File: src/design/eviction_candidate_scorer_assert.svh
// Assertion macros shared by the eviction candidate scorer RTL
`ifndef EVICTION_CANDIDATE_SCORER_ASSERT_SVH
`define EVICTION_CANDIDATE_SCORER_ASSERT_SVH
`ifndef SYNTH
`define ECS_ASSERT_IMPL(name, clk, rst, ante, cons) \
  name: assert property (@(posedge clk) disable iff (!rst) (ante) |-> (cons)) \
    else $error("ecs assertion failed");
`define ECS_ASSERT_NEXT(name, clk, rst, ante, cons) \
  name: assert property (@(posedge clk) disable iff (!rst) (ante) |=> (cons)) \
    else $error("ecs assertion failed");
`else
`define ECS_ASSERT_IMPL(name, clk, rst, ante, cons)
`define ECS_ASSERT_NEXT(name, clk, rst, ante, cons)
`endif
`endif

File: src/design/ecs_pkg.sv
// Types, constants and tables shared by the eviction candidate scorer
package ecs_pkg;

  localparam int unsigned DIV_IN_W = 41;
  localparam int unsigned DIV_Y_W  = DIV_IN_W - 2;
  localparam int unsigned DIV_Q_W  = 35;
  localparam int unsigned DIV_LO_W = 20;
  localparam int unsigned DIV_SHIFT = 44;
  localparam logic [39:0] DIV_RECIP = 40'd703687441777;

  localparam logic [63:0] NS_PER_SEC = 64'd1000000000;
  localparam logic [63:0] TEN_SEC_NS = 64'd10000000000;
  localparam logic [5:0]  BOOST_MAX  = 6'd50;
  localparam logic [7:0]  PCT        = 8'd100;

  localparam logic signed [63:0] RTT_LOSS = 64'sd3000;
  localparam logic signed [63:0] RTT_MID  = 64'sd5000;
  localparam logic signed [63:0] RTT_HIGH = 64'sd10000;
  localparam int unsigned LOSS_PCT = 115;
  localparam logic [7:0] NF_BASE       = 8'd100;
  localparam logic [7:0] NF_MID        = 8'd125;
  localparam logic [7:0] NF_HIGH       = 8'd150;
  localparam logic [7:0] NF_BASE_LOSSY = 8'((100 * LOSS_PCT) / 100);
  localparam logic [7:0] NF_MID_LOSSY  = 8'((125 * LOSS_PCT) / 100);
  localparam logic [7:0] NF_HIGH_LOSSY = 8'((150 * LOSS_PCT) / 100);
  localparam logic [6:0] SAT_HIGH = 7'd91;
  localparam logic [6:0] SAT_LOW  = 7'd71;
  localparam logic [7:0] NF_SAT_HIGH_ADD = 8'd10;
  localparam logic [7:0] NF_SAT_LOW_ADD  = 8'd5;

  localparam logic signed [63:0] HOT_MAX  = 64'sd1000000000;
  localparam logic signed [63:0] COLD_MIN = 64'sd10000000000;
  localparam logic [35:0] HEAT_STEP       = 36'd100;
  localparam logic [35:0] LAST_PAGE_BONUS = 36'd100000;
  localparam logic [63:0] SCORE_BLOCKED   = 64'h7FFF_FFFF_FFFF_FFFF;

  typedef struct packed {
    logic blocked;
    logic hot;
    logic cold;
  } ecs_side_t;

  // 50 - secs*50/9 for whole seconds beyond the first
  function automatic logic [5:0] boost_of(input logic [3:0] secs);
    logic [5:0] b;
    case (secs)
      4'd0: b = 6'd50;
      4'd1: b = 6'd45;
      4'd2: b = 6'd39;
      4'd3: b = 6'd34;
      4'd4: b = 6'd28;
      4'd5: b = 6'd23;
      4'd6: b = 6'd17;
      4'd7: b = 6'd12;
      4'd8: b = 6'd6;
      default: b = 6'd0;
    endcase
    return b;
  endfunction

endpackage

File: src/design/ecs_net_factor.sv
// Two-stage network factor from RTT, loss and window saturation
module ecs_net_factor
  import ecs_pkg::*;
(
  input  logic               clk,
  input  logic [1:0]         en,
  input  logic signed [63:0] srtt,
  input  logic signed [63:0] lost,
  input  logic signed [63:0] inflight,
  input  logic signed [63:0] cwnd,
  output logic [7:0]         nf
);

  logic [63:0] p_nxt, p_r;
  logic [70:0] c_high_nxt, c_high_r;
  logic [70:0] c_low_nxt, c_low_r;
  logic        sat_nxt, sat_r;
  logic [7:0]  nfb_nxt, nfb_r;
  logic        lossy;
  logic [7:0]  nf_nxt, nf_r;

  always_comb begin
    lossy      = (lost > 64'sd0) && (srtt > RTT_LOSS);
    p_nxt      = inflight * 64'd100;
    c_high_nxt = 71'(unsigned'(cwnd)) * 71'(SAT_HIGH);
    c_low_nxt  = 71'(unsigned'(cwnd)) * 71'(SAT_LOW);
    sat_nxt    = (cwnd > 64'sd0) && (inflight > 64'sd0);
    if (srtt > RTT_HIGH) begin
      nfb_nxt = lossy ? NF_HIGH_LOSSY : NF_HIGH;
    end else if (srtt > RTT_MID) begin
      nfb_nxt = lossy ? NF_MID_LOSSY : NF_MID;
    end else begin
      nfb_nxt = lossy ? NF_BASE_LOSSY : NF_BASE;
    end
  end

  always_ff @(posedge clk) begin
    if (en[0]) begin
      p_r      <= p_nxt;
      c_high_r <= c_high_nxt;
      c_low_r  <= c_low_nxt;
      sat_r    <= sat_nxt;
      nfb_r    <= nfb_nxt;
    end
  end

  always_comb begin
    nf_nxt = nfb_r;
    if (sat_r && (71'(p_r) >= c_high_r)) begin
      nf_nxt = nfb_r + NF_SAT_HIGH_ADD;
    end else if (sat_r && (71'(p_r) >= c_low_r)) begin
      nf_nxt = nfb_r + NF_SAT_LOW_ADD;
    end
  end

  always_ff @(posedge clk) begin
    if (en[1]) begin
      nf_r <= nf_nxt;
    end
  end

  assign nf = nf_r;

endmodule

File: config.mk
export PLATFORM = sky130hd
export DESIGN_NAME = ecs_net_factor
export DESIGN_NICKNAME = d
export VERILOG_FILES = /design/src/design/eviction_candidate_scorer_assert.svh /design/src/design/ecs_pkg.sv /design/src/design/ecs_net_factor.sv
export SDC_FILE = /design/constraint.sdc
export NUM_CORES = 2
export LEC_CHECK = 0
export ABC_AREA = 1
export BUFFER_PORTS_ARGS = -buffer_cell sky130_fd_sc_hd__buf_4
export CAP_MARGIN = 20
export CELL_PAD_IN_SITES_DETAIL_PLACEMENT = 1
export CELL_PAD_IN_SITES_GLOBAL_PLACEMENT = 2
export CORE_ASPECT_RATIO = 0.5
export CORE_UTILIZATION = 41
export CTS_CLUSTER_DIAMETER = 150
export DETAILED_ROUTE_END_ITERATION = 7
export GPL_TIMING_DRIVEN = 0
export PLACE_DENSITY = 0.94
export SKIP_CTS_REPAIR_TIMING = 1
export SYNTH_ARGS = -nofsm -noshare
export SYNTH_HDL_FRONTEND = slang
export SYNTH_SLANG_ARGS = --single-unit
export TNS_END_PERCENT = 20
File: constraint.sdc
create_clock -name clk -period 8.6 [get_ports clk]
set_input_delay 1.72 -clock clk [delete_from_list [all_inputs] [get_ports clk]]
set_output_delay 1.72 -clock clk [all_outputs]
set_load 0.01 [all_outputs]
==> run metrics <==
slew margin rel. 0.231; worst skew pair latency 0.59 ns; Setup Slack @ Placement 2.01 ns; Util after Layout 0.463; vias in the first global route 40700; DP HPWL 143 mm; Placed Area 45800 um^2; largest net degree at the start of global routing 111; Period Utilization, post-route 0.731; crit-path max FO 9; all-layer global routing usage 0.303; DR pass1 iterations 5; Max Cap Viol 0; Rows just over 80; Post-Synthesis Cells 5545; H-tree levels 1; CTS root buf clkbuf_16; post-route cell area between 40000 and 50000 um^2; outcome finished, final reports clean; Core Footprint 101000 um^2; Via density 5.27; Num CTS Buffers 28; asr flop ratio synth 0; antenna violations before repair 17; Startpoint Class primary input; sequential element share of the synthesized area 0.156; FF+latch count, synth 219; pwr/cell area around 340 nW/um^2; max frequency 159 MHz; final hold violations 0; first-pass GRT wire length 240 mm; CTS tree built; GR Util met1 0.440; Critical Path End Type flip-flop; Synth Cell Area 42000 um^2; DRC 0; Routability Congestion around 1.0; layout cell share with drive strength beyond 1 0.0866; DR vias roughly 38000; drt total wl 158 mm; grt ovf 0; crit path kind in -> reg; worst slew pin tran 1.15 ns; initial core utilization 0.417; Critical Path RT 8.83 ns; RSZ-0062 raised after global routing no; DIE AREA 104000 um^2; remaining antenna violation count 0; Area Growth Syn to Fin 11.1%; Syn Nets 6877; Mean Syn Cell Area about 7.6 um^2; gr busiest metal met2; Post-synth EDFFs approximately 220; Die Y between 200 and 250 um; Netlist cell types 58; drt wl/cell 21.9 um; CTS sink cnt about 220; HP Class reg -> reg; critical path data arrival time about 6.5 ns; final setup vio count 0; Leak Pwr around 25 nW; Main synth FF type edfxtp_1; Nets about 7200; met2 track demand over resource 0.485; clk buf depth 3; final slew viol count 0; clk_skew 0.0206 ns; Starting DRT DRC Count 2630; post-route setup TNS 0 ns; met3 Track Usage GR 0.0223; clock-pin slew on the worst setup and hold paths 0.06 ns; I/O Buffers between 200 and 300; Die Wd 455 um; Setup WS post-layout 2.31 ns; yosys warns 0; crit path time final 6.29 ns; VDD IR max 192 uV; antenna diode count 0; io pins 267
## power breakdown
group	internal, mW	total, mW	switching (mW)
Combinational	3.61	12.1	8.51
Clock	0.691	1.21	0.514
Sequential	2.05	2.45	0.392
## kinds of logic after synthesis
group	after synthesis	synth area share
flip-flops	219	0.156
AND/OR/NAND/NOR	1733	0.180
XOR/XNOR	218	0.0454
adder cells (fa/ha/maj)	1073	0.377
AO/OA/AOI/OAI	748	0.103
buffers and inverters	1554	0.139
## worst paths after layout
| kind | end | start | cells after the start | slack, ns |
|---|---|---|---|---|
| setup / recovery | c_high_r[31] | cwnd[5] | 19 | 2.31 |
| hold / removal | nf[0] | nfb_r[0] | 2 | 0.67 |
| setup reg to reg | nf[5] | p_r[4] | 10 | 5.58 |
| hold reg to reg | nf[0] | nfb_r[0] | 2 | 0.67 |
## flip-flops by register name (all words and copies together), names as in the netlist
| signal | count |
|---|---|
| c_high_r | 71 |
| c_low_r | 69 |
| nf | 8 |
| nfb_r | 8 |
| p_r | 62 |
| sat_r | 1 |
## synth_stat cells, drive strengths merged (3+ instances only)
library cell	number	area, um^2
a21boi	25	210
a21o	48	360
a21oi	357	1870
a31oi	28	175
and2	6	40.0
and3	6	37.5
clkbuf	3	11.3
edfxtp	219	6580
fa	321	6430
ha	752	9410
inv	1550	5820
nand2	820	3180
nand3	168	901
nand3b	5	37.5
nand4	74	469
nor2	548	2190
nor3	59	340
nor4	38	287
o211ai	6	68.8
o21a	19	143
o21ai	225	1190
o21bai	31	251
or2	7	43.8
xnor2	58	508
xor2	160	1400
## layout make-up
type / count / area (um^2)
plain buffers: 3 / 11.3
clock buffers: 31 / 712
clock inverters: 21 / 218
fillers: 12700 / 54200
inverters: 1551 / 5820
multi-input cells: 3772 / 29600
flip-flops and latches: 219 / 6580
well taps: 1344 / 1680
repair buffers: 269 / 2040
## critical path, stage by stage
cell,delay [ns]
buf_4,0.17
ha_1,0.35
inv_1,0.09
fa_1,0.54
inv_1,0.04
ha_1,0.32
xnor2_1,0.16
fa_1,0.51
inv_1,0.05
ha_1,0.36
a21oi_2,0.27
nor2_1,0.08
nor2_2,0.25
o21ai_1,0.13
a21oi_1,0.13
nand2_1,0.18
nand2_1,0.12
nand2_2,0.11
xor2_1,0.92
## cells in the final DEF (no fill, tap or decap), types with 6 or more instances in the layout
cell       count
nor2_1       501
a21o_1        48
edfxtp_1     219
fa_1         321
and3_1         6
xor2_1       160
a21oi_1      342
o21ai_2       13
nor3_1        50
a21oi_2       12
buf_4        265
clkbuf_1       6
inv_1       1507
nor2_2        44
nand4_1       73
or2_1          7
clkbuf_16     28
ha_1         752
o21ai_0      190
clkinv_2       7
a21boi_0      16
o21ai_1       21
o21a_1        19
inv_2         43
xnor2_1       58
nand3_1      156
o21bai_1      28
a31oi_1       28
nor4_1        33
nand3_2       12
nand2_2       30
nand2_1      786
nor3_2         9
## stage by stage
stage,std cells,power [mW],hold WS (ns)
final,7210,15.8,0.665
after detailed placement,7158,14.2,0.633
after global placement,7155,13.8,0.620
after global routing,7210,16.8,0.707
after floorplan,5545,9.33,0.554
after CTS,7210,15.5,0.661
## routing by layer
layer  share of wire  wire length (um)
met1            0.47             74600
met4           0.026              4140
met3           0.059              9230
met2            0.44             69600
met5         0.00017                27
No activity file was read; power rests on OpenSTA's default activity.
