### config.mk
export PLATFORM = sky130hd
export DESIGN_NAME = ecs_div100
export DESIGN_NICKNAME = d
export VERILOG_FILES = /design/src/design/eviction_candidate_scorer_assert.svh /design/src/design/ecs_pkg.sv /design/src/design/ecs_div100.sv
export SDC_FILE = /design/constraint.sdc
export NUM_CORES = 2
export LEC_CHECK = 0
export ABC_AREA = 0
export BUFFER_PORTS_ARGS = -buffer_cell sky130_fd_sc_hd__buf_2
export CAP_MARGIN = 10
export CORE_MARGIN = 3
export CORE_UTILIZATION = 38
export CTS_CLUSTER_DIAMETER = 40
export CTS_CLUSTER_SIZE = 14
export DETAILED_ROUTE_END_ITERATION = 10
export HOLD_SLACK_MARGIN = 0.1
export PLACE_DENSITY_LB_ADDON = 0.15
export SETUP_SLACK_MARGIN = 0.05
export SYNTH_ARGS = -nofsm -noshare
export SYNTH_HDL_FRONTEND = slang
export SYNTH_SLANG_ARGS = --single-unit
### constraint.sdc
create_clock -name clk -period 10.1 [get_ports clk]
set_clock_uncertainty 0.2 [all_clocks]
set_input_delay 0.505 -clock clk [delete_from_list [all_inputs] [get_ports clk]]
set_output_delay 0.505 -clock clk [all_outputs]
set_load 0.05 [all_outputs]
### src/design/eviction_candidate_scorer_assert.svh
// Assertion macros shared by the eviction candidate scorer RTL
`ifndef EVICTION_CANDIDATE_SCORER_ASSERT_SVH
`define EVICTION_CANDIDATE_SCORER_ASSERT_SVH
`ifndef SYNTH
`define ECS_ASSERT_IMPL(name, clk, rst, ante, cons) \
  name: assert property (@(posedge clk) disable iff (!rst) (ante) |-> (cons)) \
    else $error("ecs assertion failed");
`define ECS_ASSERT_NEXT(name, clk, rst, ante, cons) \
  name: assert property (@(posedge clk) disable iff (!rst) (ante) |=> (cons)) \
    else $error("ecs assertion failed");
`else
`define ECS_ASSERT_IMPL(name, clk, rst, ante, cons)
`define ECS_ASSERT_NEXT(name, clk, rst, ante, cons)
`endif
`endif

### src/design/ecs_pkg.sv
// Types, constants and tables shared by the eviction candidate scorer
package ecs_pkg;

  localparam int unsigned DIV_IN_W = 41;
  localparam int unsigned DIV_Y_W  = DIV_IN_W - 2;
  localparam int unsigned DIV_Q_W  = 35;
  localparam int unsigned DIV_LO_W = 20;
  localparam int unsigned DIV_SHIFT = 44;
  localparam logic [39:0] DIV_RECIP = 40'd703687441777;

  localparam logic [63:0] NS_PER_SEC = 64'd1000000000;
  localparam logic [63:0] TEN_SEC_NS = 64'd10000000000;
  localparam logic [5:0]  BOOST_MAX  = 6'd50;
  localparam logic [7:0]  PCT        = 8'd100;

  localparam logic signed [63:0] RTT_LOSS = 64'sd3000;
  localparam logic signed [63:0] RTT_MID  = 64'sd5000;
  localparam logic signed [63:0] RTT_HIGH = 64'sd10000;
  localparam int unsigned LOSS_PCT = 115;
  localparam logic [7:0] NF_BASE       = 8'd100;
  localparam logic [7:0] NF_MID        = 8'd125;
  localparam logic [7:0] NF_HIGH       = 8'd150;
  localparam logic [7:0] NF_BASE_LOSSY = 8'((100 * LOSS_PCT) / 100);
  localparam logic [7:0] NF_MID_LOSSY  = 8'((125 * LOSS_PCT) / 100);
  localparam logic [7:0] NF_HIGH_LOSSY = 8'((150 * LOSS_PCT) / 100);
  localparam logic [6:0] SAT_HIGH = 7'd91;
  localparam logic [6:0] SAT_LOW  = 7'd71;
  localparam logic [7:0] NF_SAT_HIGH_ADD = 8'd10;
  localparam logic [7:0] NF_SAT_LOW_ADD  = 8'd5;

  localparam logic signed [63:0] HOT_MAX  = 64'sd1000000000;
  localparam logic signed [63:0] COLD_MIN = 64'sd10000000000;
  localparam logic [35:0] HEAT_STEP       = 36'd100;
  localparam logic [35:0] LAST_PAGE_BONUS = 36'd100000;
  localparam logic [63:0] SCORE_BLOCKED   = 64'h7FFF_FFFF_FFFF_FFFF;

  typedef struct packed {
    logic blocked;
    logic hot;
    logic cold;
  } ecs_side_t;

  // 50 - secs*50/9 for whole seconds beyond the first
  function automatic logic [5:0] boost_of(input logic [3:0] secs);
    logic [5:0] b;
    case (secs)
      4'd0: b = 6'd50;
      4'd1: b = 6'd45;
      4'd2: b = 6'd39;
      4'd3: b = 6'd34;
      4'd4: b = 6'd28;
      4'd5: b = 6'd23;
      4'd6: b = 6'd17;
      4'd7: b = 6'd12;
      4'd8: b = 6'd6;
      default: b = 6'd0;
    endcase
    return b;
  endfunction

endpackage

### src/design/ecs_div100.sv
// Two-stage truncating divide by one hundred using a split reciprocal product
module ecs_div100
  import ecs_pkg::*;
(
  input  logic                clk,
  input  logic [1:0]          en,
  input  logic [DIV_IN_W-1:0] x,
  output logic [DIV_Q_W-1:0]  q
);

  localparam int unsigned YH_W = DIV_Y_W - DIV_LO_W;
  localparam int unsigned MH_W = 40 - DIV_LO_W;
  localparam int unsigned P_W  = DIV_Y_W + 40;

  logic [DIV_Y_W-1:0]          y;
  logic [DIV_LO_W-1:0]         ml;
  logic [MH_W-1:0]             mh;
  logic [DIV_LO_W+DIV_LO_W-1:0] pp_ll_r;
  logic [DIV_LO_W+MH_W-1:0]    pp_lh_r;
  logic [YH_W+DIV_LO_W-1:0]    pp_hl_r;
  logic [YH_W+MH_W-1:0]        pp_hh_r;
  logic [P_W-1:0]              prod;
  logic [DIV_Q_W-1:0]          q_r;

  assign y  = x[DIV_IN_W-1:2];
  assign ml = DIV_RECIP[DIV_LO_W-1:0];
  assign mh = DIV_RECIP[39:DIV_LO_W];

  always_ff @(posedge clk) begin
    if (en[0]) begin
      pp_ll_r <= (DIV_LO_W+DIV_LO_W)'(y[DIV_LO_W-1:0]) * (DIV_LO_W+DIV_LO_W)'(ml);
      pp_lh_r <= (DIV_LO_W+MH_W)'(y[DIV_LO_W-1:0]) * (DIV_LO_W+MH_W)'(mh);
      pp_hl_r <= (YH_W+DIV_LO_W)'(y[DIV_Y_W-1:DIV_LO_W]) * (YH_W+DIV_LO_W)'(ml);
      pp_hh_r <= (YH_W+MH_W)'(y[DIV_Y_W-1:DIV_LO_W]) * (YH_W+MH_W)'(mh);
    end
  end

  assign prod = (P_W'(pp_hh_r) << (2 * DIV_LO_W))
              + ((P_W'(pp_lh_r) + P_W'(pp_hl_r)) << DIV_LO_W)
              + P_W'(pp_ll_r);

  always_ff @(posedge clk) begin
    if (en[1]) begin
      q_r <= prod[DIV_SHIFT+DIV_Q_W-1:DIV_SHIFT];
    end
  end

  assign q = q_r;

endmodule

==> impl_metrics.json <==
{
  "status": "finished clean",
  "arrival_ns": 7.57,
  "start_kind": "input port",
  "cts.clk_slew.worst_paths_ns": 0.07,
  "hold-path-endpoint": "pp_ll_r[0]",
  "root_buffer": "clkbuf_16",
  "core-area_mm2": 0.0793,
  "worstMarginPinSlew_ns": 1.00,
  "r2r_cells": 26,
  "start_util": 0.384,
  "slew_viol_final": 0,
  "grt_pass1_vias": 22000,
  "hold_depth": 1,
  "crit_fanout": 9,
  "fin_tns_setup_ns": 0,
  "r2r-start": "pp_hl_r[4]",
  "worstSetupPathType": "in -> reg",
  "synth_edf_count": 164,
  "async_flop_share": 0,
  "period_share": 0.751,
  "yosys_warnings": 0,
  "diodes": 0,
  "mostFrequentLayoutCells": "864 x inv_1, 607 x ha_1, 447 x fa_1",
  "hold_viol": 0,
  "synthesis.area_mm2": 0.0305,
  "crit_path_end_kind": "flip-flop",
  "holdCritStartpoint": "x[2]",
  "cap_viol_max_count": 0,
  "hp-class": "in -> reg",
  "first_pass_iters": 5,
  "antenna_found_initial": 1,
  "rsz0062_at_grt": "no",
  "slew-limit-headroom": 0.324,
  "viasPerCell": 4.87,
  "wl_per_cell_um": 18.6,
  "hold_buffers": 0,
  "syn_inst": 2960,
  "numCtsBuffers": 17,
  "clkLatencyLatePin_ns": 0.44,
  "nets": 4148,
  "cts_buffer_depth": 2,
  "grt_max_degree": 72,
  "die_y_um": 289,
  "cp_data_required_time_ns": 10.08,
  "portBuffers": 76,
  "ant_nets": 0,
  "drc": 0,
  "cts_tree": "yes",
  "overflow": 0,
  "period_needed_ns": 7.59,
  "cts_htree_levels": 4,
  "syn_to_final_growth_pct": 7.52,
  "dieArea_mm2": 0.0836,
  "r2r_slack_ns": 3.98,
  "dp_hpwl_um": 67800,
  "final_layout_size_suffix_gt1_frac": 0.0480,
  "cts_resized": 0,
  "ys_ff_latch": 164,
  "setup_violations": 0,
  "die_x_um": 289,
  "yosysUniqueCellTypes": 79,
  "vias": 20000,
  "ios": 79,
  "r2r_end": "q[28]",
  "drtIter0Drc": 913,
  "place_congestion": 0.914,
  "postSynthNetCount": 4058,
  "row_count": 103,
  "syn_area_per_cell_um2": 10.3,
  "cts_setup_buffers": 0,
  "finalWirelength_um": 76500,
  "grt_use_total": 0.191,
  "grt_first_pass_wirelength_um": 122000,
  "synth-seq-area-share": 0.162,
  "fmax_mhz": 132,
  "final_common_cell": "inv_1",
  "cts.sinks": 164,
  "synth-main-ff-cell": "edfxtp_1"
}
[worst max-delay path, stage by stage]
cell and delay, ns:
buf_2 0.31, inv_1 0.20, fa_1 0.52, inv_1 0.04, ha_1 0.23, fa_1 0.57
inv_1 0.05, fa_1 0.53, inv_1 0.08, fa_1 0.52, fa_1 0.56, inv_1 0.06
fa_1 0.50, inv_1 0.04, ha_1 0.32, a21o_1 0.17, a21o_1 0.16, a21oi_1 0.13
o21ai_0 0.16, a31oi_1 0.25, nand3_1 0.18, a21oi_1 0.48, nor4_1 0.16, o31a_1 0.34
a21oi_1 0.24, o21bai_1 0.11, xnor2_1 0.14
[sequential cells by signal, summed over array words and instances, names as in the netlist]
name,flops
pp_ll_r,21
pp_hl_r,39
q,35
pp_hh_r,34
pp_lh_r,35
[cells in the mapped netlist, types with 3 or more instances]
cell         n  area share
inv_1      864        0.11
ha_1       607        0.25
fa_1       447        0.29
edfxtp_1   164        0.16
a21oi_1    129       0.021
xnor2_1    121       0.035
nor2_1      82       0.010
o21ai_0     63       0.010
nand2_1     50      0.0062
a21o_1      49       0.012
xor2_1      45       0.013
o21bai_1    28      0.0069
nand3_1     27      0.0044
nor3_1      25      0.0041
nand2b_1    20      0.0041
nor2b_1     19      0.0039
o21a_1      19      0.0047
nand4_1     17      0.0035
and2_1      16      0.0033
and3_1      15      0.0031
a31oi_1     14      0.0029
a211oi_1    10      0.0025
or2_2        8      0.0016
or3_1        8      0.0016
nand3_2      7      0.0023
a31o_2       6      0.0017
and4_1       6      0.0017
o31ai_1      6      0.0015
o2111ai_1    4      0.0011
o211ai_1     4     0.00099
o22ai_1      4     0.00082
a2111oi_0    3     0.00086
a211o_1      3     0.00086
a21boi_0     3     0.00074
a41o_1       3     0.00099
o211a_1      3     0.00099
o311ai_0     3     0.00086
o31a_1       3     0.00086
[routing by layer]
metal	global-route usage	routed length, um	share of wire	vias to the layer above
li1	-	-	-	9680
met1	0.252	34700	0.45	9937
met2	0.336	37900	0.50	328
met3	0.0153	1910	0.025	73
met4	0.0520	1960	0.026	0
met5	0	0	0	-
[per-stage QoR]
| stage | hold slack [ns] | std cells | utilization | instance area, um2 | worst slack, ns |
|---|---|---|---|---|---|
| floorplan | 0.327 | 2960 | - | 30500 | 3.26 |
| global placement | 0.390 | 4081 | 0.405 | 32100 | 2.13 |
| detailed placement | 0.381 | 4081 | 0.405 | 32100 | 2.09 |
| CTS | 0.250 | 4113 | 0.413 | 32800 | 2.51 |
| global route | 0.252 | 4113 | 0.413 | 32800 | 2.11 |
| finish | 0.267 | 4113 | 0.413 | 32800 | 2.51 |
[worst max-delay path by stage]
stage / from / endpoint / slack (ns) / cells after the start
final: x[9] / pp_ll_r[39] / 2.51 / 27
after global routing: x[9] / pp_ll_r[39] / 2.11 / 27
after CTS: x[9] / pp_ll_r[39] / 2.51 / 27
after detailed placement: x[9] / pp_ll_r[39] / 2.09 / 27
after global placement: x[9] / pp_ll_r[39] / 2.13 / 27
after floorplan: x[11] / pp_ll_r[39] / 3.26 / 26
[cell type report]
class	instances	area, um2
fillers	7796	46500
multi-input cells	1926	22300
flip-flops and latches	164	4920
inverters	864	3240
well taps	1050	1310
clock buffers	17	425
repair buffers	77	390
clock inverters	15	203
[cells by family (layout without fill, tap and decap cells)]
| logic type | count (synthesis) | count (layout) | synth area share |
|---|---|---|---|
| AOI/OAI and AO/OA | 390 | 390 | 0.0852 |
| DFF | 164 | 164 | 0.162 |
| xor gates and xnor gates | 167 | 167 | 0.0482 |
| buffers and inverters | 870 | 973 | 0.108 |
| muxes | 2 | 2 | 0.000698 |
| and+or+nand+nor | 313 | 313 | 0.0536 |
| adders and majority gates | 1054 | 1054 | 0.543 |
Power is not shown: default switching activity piles up to over one toggle a cycle in this logic, so the estimate is an artifact.
