## src/design/eviction_candidate_scorer_assert.svh

```systemverilog
// Assertion macros shared by the eviction candidate scorer RTL
`ifndef EVICTION_CANDIDATE_SCORER_ASSERT_SVH
`define EVICTION_CANDIDATE_SCORER_ASSERT_SVH
`ifndef SYNTH
`define ECS_ASSERT_IMPL(name, clk, rst, ante, cons) \
  name: assert property (@(posedge clk) disable iff (!rst) (ante) |-> (cons)) \
    else $error("ecs assertion failed");
`define ECS_ASSERT_NEXT(name, clk, rst, ante, cons) \
  name: assert property (@(posedge clk) disable iff (!rst) (ante) |=> (cons)) \
    else $error("ecs assertion failed");
`else
`define ECS_ASSERT_IMPL(name, clk, rst, ante, cons)
`define ECS_ASSERT_NEXT(name, clk, rst, ante, cons)
`endif
`endif

```

## src/design/ecs_pkg.sv

```systemverilog
// Types, constants and tables shared by the eviction candidate scorer
package ecs_pkg;

  localparam int unsigned DIV_IN_W = 41;
  localparam int unsigned DIV_Y_W  = DIV_IN_W - 2;
  localparam int unsigned DIV_Q_W  = 35;
  localparam int unsigned DIV_LO_W = 20;
  localparam int unsigned DIV_SHIFT = 44;
  localparam logic [39:0] DIV_RECIP = 40'd703687441777;

  localparam logic [63:0] NS_PER_SEC = 64'd1000000000;
  localparam logic [63:0] TEN_SEC_NS = 64'd10000000000;
  localparam logic [5:0]  BOOST_MAX  = 6'd50;
  localparam logic [7:0]  PCT        = 8'd100;

  localparam logic signed [63:0] RTT_LOSS = 64'sd3000;
  localparam logic signed [63:0] RTT_MID  = 64'sd5000;
  localparam logic signed [63:0] RTT_HIGH = 64'sd10000;
  localparam int unsigned LOSS_PCT = 115;
  localparam logic [7:0] NF_BASE       = 8'd100;
  localparam logic [7:0] NF_MID        = 8'd125;
  localparam logic [7:0] NF_HIGH       = 8'd150;
  localparam logic [7:0] NF_BASE_LOSSY = 8'((100 * LOSS_PCT) / 100);
  localparam logic [7:0] NF_MID_LOSSY  = 8'((125 * LOSS_PCT) / 100);
  localparam logic [7:0] NF_HIGH_LOSSY = 8'((150 * LOSS_PCT) / 100);
  localparam logic [6:0] SAT_HIGH = 7'd91;
  localparam logic [6:0] SAT_LOW  = 7'd71;
  localparam logic [7:0] NF_SAT_HIGH_ADD = 8'd10;
  localparam logic [7:0] NF_SAT_LOW_ADD  = 8'd5;

  localparam logic signed [63:0] HOT_MAX  = 64'sd1000000000;
  localparam logic signed [63:0] COLD_MIN = 64'sd10000000000;
  localparam logic [35:0] HEAT_STEP       = 36'd100;
  localparam logic [35:0] LAST_PAGE_BONUS = 36'd100000;
  localparam logic [63:0] SCORE_BLOCKED   = 64'h7FFF_FFFF_FFFF_FFFF;

  typedef struct packed {
    logic blocked;
    logic hot;
    logic cold;
  } ecs_side_t;

  // 50 - secs*50/9 for whole seconds beyond the first
  function automatic logic [5:0] boost_of(input logic [3:0] secs);
    logic [5:0] b;
    case (secs)
      4'd0: b = 6'd50;
      4'd1: b = 6'd45;
      4'd2: b = 6'd39;
      4'd3: b = 6'd34;
      4'd4: b = 6'd28;
      4'd5: b = 6'd23;
      4'd6: b = 6'd17;
      4'd7: b = 6'd12;
      4'd8: b = 6'd6;
      default: b = 6'd0;
    endcase
    return b;
  endfunction

endpackage

```

## src/design/ecs_last_page.sv

```systemverilog
// Three-stage check that a page is the last page of its file
module ecs_last_page
  import ecs_pkg::*;
#(
  parameter int unsigned PAGE_BYTES = 4096
) (
  input  logic        clk,
  input  logic [2:0]  en,
  input  logic [63:0] file_bytes,
  input  logic [63:0] page_no,
  input  logic        eligible,
  output logic        last
);

  localparam int unsigned PB_W = $clog2(PAGE_BYTES + 1);
  localparam int unsigned PP_W = 32 + PB_W;
  localparam int unsigned KP_W = 64 + PB_W;
  localparam logic [PB_W-1:0] PB = PB_W'(PAGE_BYTES);

  logic [63:0]      k;
  logic [63:0]      s_r, s2_r;
  logic [PP_W-1:0]  pl_r, ph_r;
  logic             elig_r, elig2_r;
  logic [KP_W-1:0]  kp_r;
  logic [KP_W-1:0]  s_ext;
  logic [KP_W-1:0]  diff;
  logic             last_r;

  assign k = page_no + 64'd1;

  always_ff @(posedge clk) begin
    if (en[0]) begin
      s_r    <= file_bytes + 64'(PAGE_BYTES - 1);
      pl_r   <= PP_W'(k[31:0]) * PP_W'(PB);
      ph_r   <= PP_W'(k[63:32]) * PP_W'(PB);
      elig_r <= eligible;
    end
  end

  always_ff @(posedge clk) begin
    if (en[1]) begin
      kp_r    <= (KP_W'(ph_r) << 32) + KP_W'(pl_r);
      s2_r    <= s_r;
      elig2_r <= elig_r;
    end
  end

  assign s_ext = KP_W'(s2_r);
  assign diff  = s_ext - kp_r;

  always_ff @(posedge clk) begin
    if (en[2]) begin
      last_r <= elig2_r && (kp_r <= s_ext) && (diff < KP_W'(PB));
    end
  end

  assign last = last_r;

endmodule

```

## config.mk

```make
export PLATFORM = sky130hd
export DESIGN_NAME = ecs_last_page
export DESIGN_NICKNAME = d
export VERILOG_FILES = /design/src/design/eviction_candidate_scorer_assert.svh /design/src/design/ecs_pkg.sv /design/src/design/ecs_last_page.sv
export SDC_FILE = /design/constraint.sdc
export NUM_CORES = 1
export LEC_CHECK = 0
export BUFFER_PORTS_ARGS = -buffer_cell sky130_fd_sc_hd__buf_2
export CAP_MARGIN = 25
export CORE_UTILIZATION = 60
export CTS_CLUSTER_DIAMETER = 50
export CTS_CLUSTER_SIZE = 20
export DETAILED_ROUTE_END_ITERATION = 8
export PLACE_DENSITY = 0.81
export SYNTH_ARGS = -nofsm -noshare
export SYNTH_HDL_FRONTEND = slang
export SYNTH_SLANG_ARGS = --single-unit
```

## constraint.sdc

```tcl
create_clock -name clk -period 5.9 [get_ports clk]
set_input_delay 1.18 -clock clk [delete_from_list [all_inputs] [get_ports clk]]
set_output_delay 1.18 -clock clk [all_outputs]
set_load 0.05 [all_outputs]
```

==> results of run 1 <==
==> cell usage in the layout, fill, tap and decap left out, types with 6 or more instances in the layout <==
cell	count
a21oi_1	77
o21ai_1	6
inv_1	77
mux2i_1	6
and3_1	35
clkbuf_16	23
nand4_1	49
ha_1	54
nor2_1	75
a21o_1	11
nand2b_1	9
o21a_1	13
xor2_1	45
o21bai_1	15
a211oi_1	8
xnor2_1	100
buf_2	131
edfxtp_1	235
o21ai_0	40
a31oi_1	10
nand3_1	50
o211ai_1	7
and4_1	12
and2_1	8
nand2_1	119
nor4_1	7
nor3_1	19
==> per-stage QoR <==
step | total power [W] | util | hold WS, ps
CTS | 0.004256 | 0.6954 | 407.3
global route | 0.004410 | 0.6954 | 418.2
floorplan | 0.002530 | - | 400.3
detailed placement | 0.002777 | 0.6590 | 404.5
finish | 0.004237 | 0.6954 | 408.5
global placement | 0.002759 | 0.6590 | 400.8
==> where the power goes <==
| part | total [W] | internal (W) | switching (W) |
|---|---|---|---|
| combinational | 0.000731 | 0.000274 | 0.000457 |
| sequential | 0.00203 | 0.00198 | 0.0000409 |
| clock | 0.00148 | 0.000798 | 0.000683 |
| total | 0.00424 | 0.00306 | 0.00118 |
==> cells by family (layout without fill, tap and decap cells) <==
kind of cell,Yosys count,after routing
buffers and inverters,114,254
AO/OA/AOI/OAI,233,233
multiplexers,6,6
AND/OR/NAND/NOR,413,413
XOR/XNOR,145,145
adder cells (fa/ha/maj),55,55
flip-flops,235,235
==> registers in the layout, indices dropped and copies added (netlist names) <==
signal and flops:
kp_r 64, s2_r 52, s_r 52, elig_r 1
pl_r 32, ph_r 32, elig2_r 1, last 1
==> final timing paths <==
check            from  endpoint
max          s2_r[12]      last
min           s_r[54]  s2_r[54]
max reg2reg  s2_r[12]      last
min reg2reg   s_r[54]  s2_r[54]
==> cell type report <==
type / instances / area, um^2 / area share
Sequential cell: 235 / 7057 / 0.4767
Multi-Input combinational cell: 852 / 5652 / 0.3818
Timing Repair Buffer: 135 / 685.7 / 0.04632
Clock buffer: 24 / 579.3 / 0.03913
Tap cell: 275 / 344.1 / 0.02324
Inverter: 77 / 289.0 / 0.01953
Clock inverter: 18 / 196.4 / 0.01327
==> worst reg2reg max path, stage by stage (launching register included) <==
cell	delay, ps
edfxtp_1	320
inv_1	60
ha_1	230
fa_1	410
nand2b_1	200
a21oi_1	220
o211ai_1	230
a21oi_1	290
or3_1	150
a31oi_1	190
o41ai_1	780
a21boi_0	240
xnor2_1	250
nor3_1	80
and4_1	200
==> layer usage <==
metal  track usage  part of all wire  wire length (um)  up-vias
met5             0                 0                 0        -
met4       0.06010             0.017               504        0
met3       0.03303             0.055              1589       41
met2        0.4477              0.48             14000      328
met1        0.3543              0.44             12780     4518
li1              -                 -                 -     4662
==> flow_summary.json, run 1 <==
{
  "outcome": "finished, final reports clean",
  "fin_tns_setup_ps": 0,
  "yosysSeqAreaShare": 0.5354,
  "die_area_mm2": 0.02256,
  "synth_edf_count": 235,
  "clock_path_buffers": 3,
  "hold_viol": 0,
  "reg2regPathDepth": 14,
  "report.final.setup_viol": 0,
  "fillCellCount": 1487,
  "synth_cell_type_count": 70,
  "viasPerCell": 5.909,
  "max-cap-violations": 0,
  "leakage_nw": 5.688,
  "crit_family": "compound AO/OA/AOI/OAI gates",
  "cpPeakStageDelay_ps": 780,
  "synth_xor_area_frac": 0.09635,
  "synth_seq_cells": 235,
  "drc": 0,
  "start_util": 0.6192,
  "worst-path-buf-inv": 1,
  "htreeDepth": 1,
  "synth_top_family_by_area": "simple AND/OR/NAND/NOR gates",
  "final_cell_area_mm2": 0.01480,
  "synthCells": 1201,
  "syn_to_final_growth_pct": 12.31,
  "dpl_cell_area_mm2": 0.01403,
  "core_mm2": 0.02129,
  "cts_buffers": 23,
  "path_class": "reg -> reg",
  "rsz0062_at_grt": "no",
  "synth_mux_area_frac": 0.004557,
  "finalCritPeriodShare": 0.6905,
  "synth.top_cell.area_share": 0.5354,
  "vias": 9549,
  "dr.pass1.iters": 6,
  "min_path_cells": 0,
  "grt-ovfl-total": 0,
  "numClockSinks": 235,
  "die_w_um": 150.2,
  "powerDensity_mw_per_mm2": 286.2,
  "die_h_um": 150.2,
  "slew_viol_final": 0,
  "antenna_found_initial": 0,
  "crit_top_cell": "a21oi_1",
  "synth_area_leader_cell": "edfxtp_1",
  "cts-hold-fix-buffers": 0,
  "place_ws_ps": 1387,
  "ys_warn_count": 0,
  "crit_arrival_ps": 4360,
  "numPortBuffers": 133,
  "gp_congestion": 0.9422,
  "cp_num_cells": 14,
  "path_cells": "inv_1 > ha_1 > fa_1 > nand2b_1 > a21oi_1 > o211ai_1 > a21oi_1 > or3_1 > a31oi_1 > o41ai_1 > a21boi_0 > xnor2_1 > nor3_1 > and4_1",
  "fmaxAchievable_mhz": 245.5,
  "grt_usage": 0.2612,
  "required_ps": 6190,
  "drive_gt1_frac": 0.1521,
  "first_global_vias": 9166,
  "routedWlPerCell_um": 17.87,
  "tightest_slew_ps": 957.1,
  "yosysMostFrequentCell": "edfxtp_1",
  "async_flop_share": 0,
  "max-slew-margin-rel": 0.3619,
  "wl_um": 28880,
  "critPathMaxFanout": 4,
  "post_cts_resized": 0,
  "cp_slowest_cell": "o41ai_1",
  "diodes": 0,
  "synth_flop_cell": "edfxtp_1",
  "cts_tree": "yes",
  "num_io_pins": 134,
  "synth_area_leaders": "edfxtp_1 (54%), xnor2_1 (6.6%), ha_1 (5.1%)",
  "end_kind": "register",
  "start_kind": "register",
  "cts_setup_buffers": 0,
  "syn-num-nets": 1389,
  "stdcell_count": 1616,
  "dp.cells": 1574,
  "finalNetCount": 1512,
  "rows": 53,
  "drt-initial-drc-count": 784,
  "peakVddDrop_mv": 0.2381,
  "syn_area_per_cell_um2": 10.97,
  "synth_compound_area_frac": 0.1160,
  "setup_slack_ps": 1826,
  "path_clk_slew_ps": 70,
  "min_path_type": "reg -> reg",
  "fin_crit_ps": 4074,
  "clockRootBuffer": "clkbuf_16",
  "skew_ps": 16.77,
  "drtAntennaViolNets": 0,
  "grt_pass1_wl_um": 45830,
  "netlist_area_mm2": 0.01318,
  "r2r_slack_ps": 1830,
  "synthSimpleGateAreaFrac": 0.1591,
  "synth_fa_ha_area_frac": 0.05278,
  "dp_hpwl_um": 21780,
  "synth_common_cells": "edfxtp_1 (235), nand2_1 (119), xnor2_1 (100)",
  "grt_max_degree": 75,
  "clk_latency_ps": 540
}
(Power assumes the default switching activity.)
==> run 2: changes to the inputs <==
==> constraint.sdc (replaced) <==
create_clock -name clk -period 4.18 [get_ports clk]
set_input_delay 0.836 -clock clk [delete_from_list [all_inputs] [get_ports clk]]
set_output_delay 0.836 -clock clk [all_outputs]
set_load 0.05 [all_outputs]
==> run 2 against run 1 <==
Effect of this change: worst hold slack worse by 0.51 ps; cell area is 1.4% higher; routed wire length up 2.9%; fmax is 5.1% higher; clock skew rose by 1.0 ps; flip-flop and latch count is the same; register-to-register slack worse by 1500 ps; first-iteration DRC count rose by 23%; cell count increased by 0.68%; critical path depth is 2 lower; critical path type unchanged.
==> flow_summary.json, run 2 (same netlist as run 1, synthesis figures left out) <==
{
  "r2r_slack_ps": 300,
  "wl_um": 29720,
  "max-slew-margin-rel": 0.4900,
  "top_register": "kp_r",
  "rsz0062_at_grt": "no",
  "path_cells": "ha_1 > nand4_1 > a2111oi_0 > o21ai_1 > a2111oi_4 > nor4_4 > xnor2_1 > or4_1 > nor4_2 > nand4_1 > nor4_1 > and4_1",
  "drive_gt1_frac": 0.1605,
  "crit_family": "simple AND/OR/NAND/NOR gates",
  "min_path_cells": 0,
  "grt-ovfl-total": 0,
  "reg2reg_to": "last",
  "slew_viol_final": 0,
  "grt_usage": 0.2681,
  "largest_reg_flops": 64,
  "skew_ps": 17.76,
  "clk_latency_ps": 520,
  "antenna_found_initial": 0,
  "critPathMaxFanout": 8,
  "die_h_um": 150.2,
  "fin_crit_ps": 3875,
  "drc": 0,
  "end_kind": "register",
  "worst-path-buf-inv": 0,
  "die_area_mm2": 0.02256,
  "powerDensity_mw_per_mm2": 412.6,
  "crit_top_cell": "nand4_1",
  "cp_slowest_cell": "ha_1",
  "viasPerCell": 5.948,
  "setup_slack_ps": 304.6,
  "routedWlPerCell_um": 18.27,
  "drt-initial-drc-count": 965,
  "cpPeakStageDelay_ps": 520,
  "clockRootBuffer": "clkbuf_16",
  "cts_tree": "yes",
  "cts-hold-fix-buffers": 0,
  "tightest_slew_ps": 765.1,
  "fin_tns_setup_ps": 0,
  "first_global_vias": 9162,
  "finalCritPeriodShare": 0.9271,
  "num_io_pins": 134,
  "fin_util": 0.7052,
  "start_util": 0.6192,
  "dp_hpwl_um": 22630,
  "grt_pass1_wl_um": 46750,
  "fillCellCount": 1548,
  "syn_to_final_growth_pct": 13.89,
  "rows": 53,
  "grt_max_degree": 63,
  "crit_arrival_ps": 4280,
  "cts_buffers": 24,
  "peakVddDrop_mv": 0.2935,
  "reg2regPathDepth": 12,
  "place_ws_ps": 251.6,
  "core_mm2": 0.02129,
  "min_from": "ph_r[24]",
  "htreeDepth": 1,
  "drtAntennaViolNets": 0,
  "power_w": 0.006193,
  "required_ps": 4580,
  "path_clk_slew_ps": 70,
  "path_class": "reg -> reg",
  "outcome": "finished, final reports clean",
  "stdcell_count": 1627,
  "start_kind": "register",
  "finalNetCount": 1522,
  "final_cell_mix": "edfxtp_1 (235), buf_2 (131), nand2_1 (119)",
  "die_w_um": 150.2,
  "hold_end": "kp_r[56]",
  "numPortBuffers": 133,
  "numClockSinks": 235,
  "vias": 9677,
  "dr.pass1.iters": 7,
  "r2r_start": "s2_r[26]",
  "leakage_nw": 5.804,
  "diodes": 0,
  "fmaxAchievable_mhz": 258.0,
  "largestRegisters": "kp_r (64), s2_r (52), s_r (52)",
  "clock_path_buffers": 3,
  "hold_viol": 0,
  "max-cap-violations": 0,
  "min_path_type": "reg -> reg",
  "dp.cells": 1583,
  "gp_congestion": 0.9137,
  "final_common_cell": "edfxtp_1",
  "report.final.setup_viol": 0
}
run 2: what timing repair did:
| action | 4_1_cts | 5_1_grt |
|---|---|---|
| endpoints found under the setup margin | 0 | 1 |
| buffers inserted | 0 | 0 |
| gates resized for setup | 0 | 1 |
| endpoints found under the hold margin | 0 | 0 |
run 2: routing by layer:
metal  routed length [um]  track usage
met5                    0            0
met4                  573      0.06313
met3                 1528      0.03242
met2                14250       0.4426
met1                13370       0.3789
run 2: how the worst max path moves through the flow:
stage | start | endpoint | cells past startpoint
final | s2_r[26] | last | 12
after global routing | s2_r[26] | last | 12
after CTS | s2_r[56] | last | 11
after detailed placement | s2_r[56] | last | 11
after global placement | s2_r[56] | last | 11
after floorplan | s2_r[56] | last | 12
run 2: report_power, final:
part	internal [W]	switching [W]	total, W
Clock	0.00128	0.00100	0.00228
Combinational	0.000393	0.000658	0.00105
Sequential	0.00280	0.0000598	0.00286
run 2: final cells by class:
type	count	area (um^2)	area share
Inverter	77	289.0	0.01925
Timing Repair Buffer	144	778.2	0.05185
Clock buffer	25	625.6	0.04168
Clock inverter	19	252.7	0.01684
Sequential cell	235	7057	0.4701
Multi-Input combinational cell	852	5664	0.3773
Tap cell	275	344.1	0.02292
run 2: metrics by stage:
stage / hold slack [ps] / area, um^2
final: 408.0 / 15010
after global placement: 400.8 / 14120
after floorplan: 400.3 / 13180
after detailed placement: 404.5 / 14120
after global routing: 419.9 / 15010
after CTS: 413.7 / 15000
==> run 3: changes to the inputs <==
--- a/config.mk
+++ b/config.mk
@@ -7,11 +7,13 @@
 export LEC_CHECK = 0
 export BUFFER_PORTS_ARGS = -buffer_cell sky130_fd_sc_hd__buf_2
 export CAP_MARGIN = 25
-export CORE_UTILIZATION = 60
+export CELL_PAD_IN_SITES_DETAIL_PLACEMENT = 1
+export CELL_PAD_IN_SITES_GLOBAL_PLACEMENT = 2
+export CORE_UTILIZATION = 39
 export CTS_CLUSTER_DIAMETER = 50
 export CTS_CLUSTER_SIZE = 20
 export DETAILED_ROUTE_END_ITERATION = 8
-export PLACE_DENSITY = 0.81
+export PLACE_DENSITY_LB_ADDON = 0.1
 export SYNTH_ARGS = -nofsm -noshare
 export SYNTH_HDL_FRONTEND = slang
 export SYNTH_SLANG_ARGS = --single-unit
==> constraint.sdc (replaced) <==
create_clock -name clk -period 4.3 [get_ports clk]
set_input_delay 0.86 -clock clk [delete_from_list [all_inputs] [get_ports clk]]
set_output_delay 0.86 -clock clk [all_outputs]
set_load 0.05 [all_outputs]
==> run 3 against run 2 <==
Effect of this change: cell area rose by 2.4%; register-to-register slack better by 20 ps; largest power group unchanged; setup slack better by 23 ps; critical path type unchanged; utilization decreased by 24 points; total power grew 1.2%; first-iteration DRC count is 59% lower.
==> flow_summary.json, run 3 (same netlist as run 1, synthesis figures left out) <==
{
  "required_ps": 4710,
  "setup_slack_ps": 327.4,
  "numPortBuffers": 133,
  "cts_tree": "yes",
  "powerDensity_mw_per_mm2": 407.8,
  "max-cap-violations": 0,
  "numClockSinks": 235,
  "path_class": "reg -> reg",
  "critPathMaxFanout": 2,
  "viasPerCell": 5.308,
  "num_io_pins": 134,
  "final_common_cell": "edfxtp_1",
  "max-slew-margin-rel": 0.4481,
  "fin_tns_setup_ps": 0,
  "hold_viol": 0,
  "cpPeakStageDelay_ps": 540,
  "largestRegisters": "kp_r (64), s2_r (52), s_r (52)",
  "final_cell_mix": "edfxtp_1 (235), buf_2 (131), nand2_1 (119)",
  "min_from": "ph_r[14]",
  "wl_um": 33950,
  "dp_hpwl_um": 26840,
  "start_kind": "register",
  "fin_util": 0.4676,
  "tightest_slew_ps": 827.8,
  "pwr-share-seq": 0.443,
  "hold_slack_ps": 415.8,
  "clock_path_buffers": 3,
  "cp_slowest_cell": "or4_4",
  "final_cell_area_mm2": 0.01537,
  "grt_usage": 0.1993,
  "skew_ps": 14.10,
  "rows": 66,
  "power.net_switching_w": 0.001842,
  "vias": 9592,
  "end_kind": "register",
  "p_int_w": 0.004426,
  "outcome": "finished, final reports clean",
  "fin_crit_ps": 3973,
  "die_area_mm2": 0.03453,
  "syn_to_final_growth_pct": 16.60,
  "diodes": 0,
  "clk_latency_ps": 560,
  "antenna_found_initial": 0,
  "path_clk_slew_ps": 70,
  "finalNetCount": 1533,
  "drtAntennaViolNets": 0,
  "path_cells": "ha_1 > fa_1 > nand4b_1 > a21oi_1 > o221ai_1 > nor4_1 > o2111ai_1 > or4_4 > nor4_2 > nand4_1 > nor4_1 > and4_1",
  "start_util": 0.4010,
  "drc": 0,
  "slew_viol_final": 0,
  "cp-startpoint": "kp_r[12]",
  "crit_top_cell": "nor4_1",
  "die_w_um": 185.8,
  "comb_power_share": 0.168,
  "finalCritPeriodShare": 0.9239,
  "min_path_type": "reg -> reg",
  "r2r_start": "kp_r[12]",
  "die_h_um": 185.8,
  "rsz0062_at_grt": "no",
  "place_ws_ps": 198.4,
  "grt_pass1_wl_um": 53330,
  "grt_max_degree": 64,
  "core_mm2": 0.03287,
  "dr.pass1.iters": 4,
  "clockRootBuffer": "clkbuf_16",
  "drt-initial-drc-count": 392,
  "routedWlPerCell_um": 18.79,
  "report.final.setup_viol": 0,
  "top_register": "kp_r",
  "peakVddDrop_mv": 0.2472,
  "cts_buffers": 27,
  "crit_arrival_ps": 4390,
  "fmaxAchievable_mhz": 251.7,
  "first_global_vias": 9731,
  "dpl_cell_area_mm2": 0.01438,
  "leakage_nw": 5.885,
  "switching_share": 0.2938,
  "largest_reg_flops": 64,
  "drive_gt1_frac": 0.1685,
  "gp_congestion": 0.8460,
  "htreeDepth": 1,
  "fillCellCount": 3665,
  "grt-ovfl-total": 0,
  "p_clk_frac": 0.389
}
-- run 3: critical path: cells and delay by family (launching register included) --
kind,cells,cell delay [ps]
adders and majority gates,2,720
DFF,1,370
AOI/OAI and AO/OA,3,560
and+or+nand+nor,7,2170
-- run 3: worst paths after layout --
check	endpoint	slack [ps]	cells past startpoint
worst max-delay path	last	330	12
worst max register to register	last	330	12
worst min register to register	kp_r[46]	420	0
worst min-delay path	kp_r[46]	420	0
-- run 3: final cells by class --
cell class / instances / area, um^2 / area share
Clock buffer: 27 / 675.6 / 0.04396
Sequential cell: 235 / 7057 / 0.4592
Tap cell: 442 / 553.0 / 0.03598
Multi-Input combinational cell: 852 / 5665 / 0.3686
Inverter: 77 / 289.0 / 0.01881
Timing Repair Buffer: 152 / 825.8 / 0.05373
Clock inverter: 22 / 302.8 / 0.01970
-- run 3: metal layers --
layer	vias to the layer above	wire length, um	global-route usage
met1	4655	15990	0.2796
met3	40	1370	0.02035
li1	4711	-	-
met2	186	16020	0.3330
met4	0	573	0.04098
met5	-	0	0
-- run 3: stage by stage --
stage               power [W]  std cells
floorplan            0.003471       1201
global placement     0.003859       1758
detailed placement   0.003877       1758
CTS                  0.006338       1807
global route         0.006540       1807
finish               0.006268       1807
-- run 3: power by group through the flow --
| stage | Combinational, W | Sequential, W | Clock, W |
|---|---|---|---|
| floorplan | 0.000670 | 0.00280 | 0 |
| global placement | 0.00104 | 0.00282 | 0 |
| detailed placement | 0.00105 | 0.00283 | 0 |
| CTS | 0.00105 | 0.00278 | 0.00250 |
| global route | 0.00117 | 0.00279 | 0.00258 |
| finish | 0.00105 | 0.00278 | 0.00244 |
-- run 3: what timing repair did --
action | CTS | global route
setup endpoints to repair | 0 | 1
hold buffers | 0 | 0
buffers inserted | 0 | 0
gates resized for setup | 0 | 2
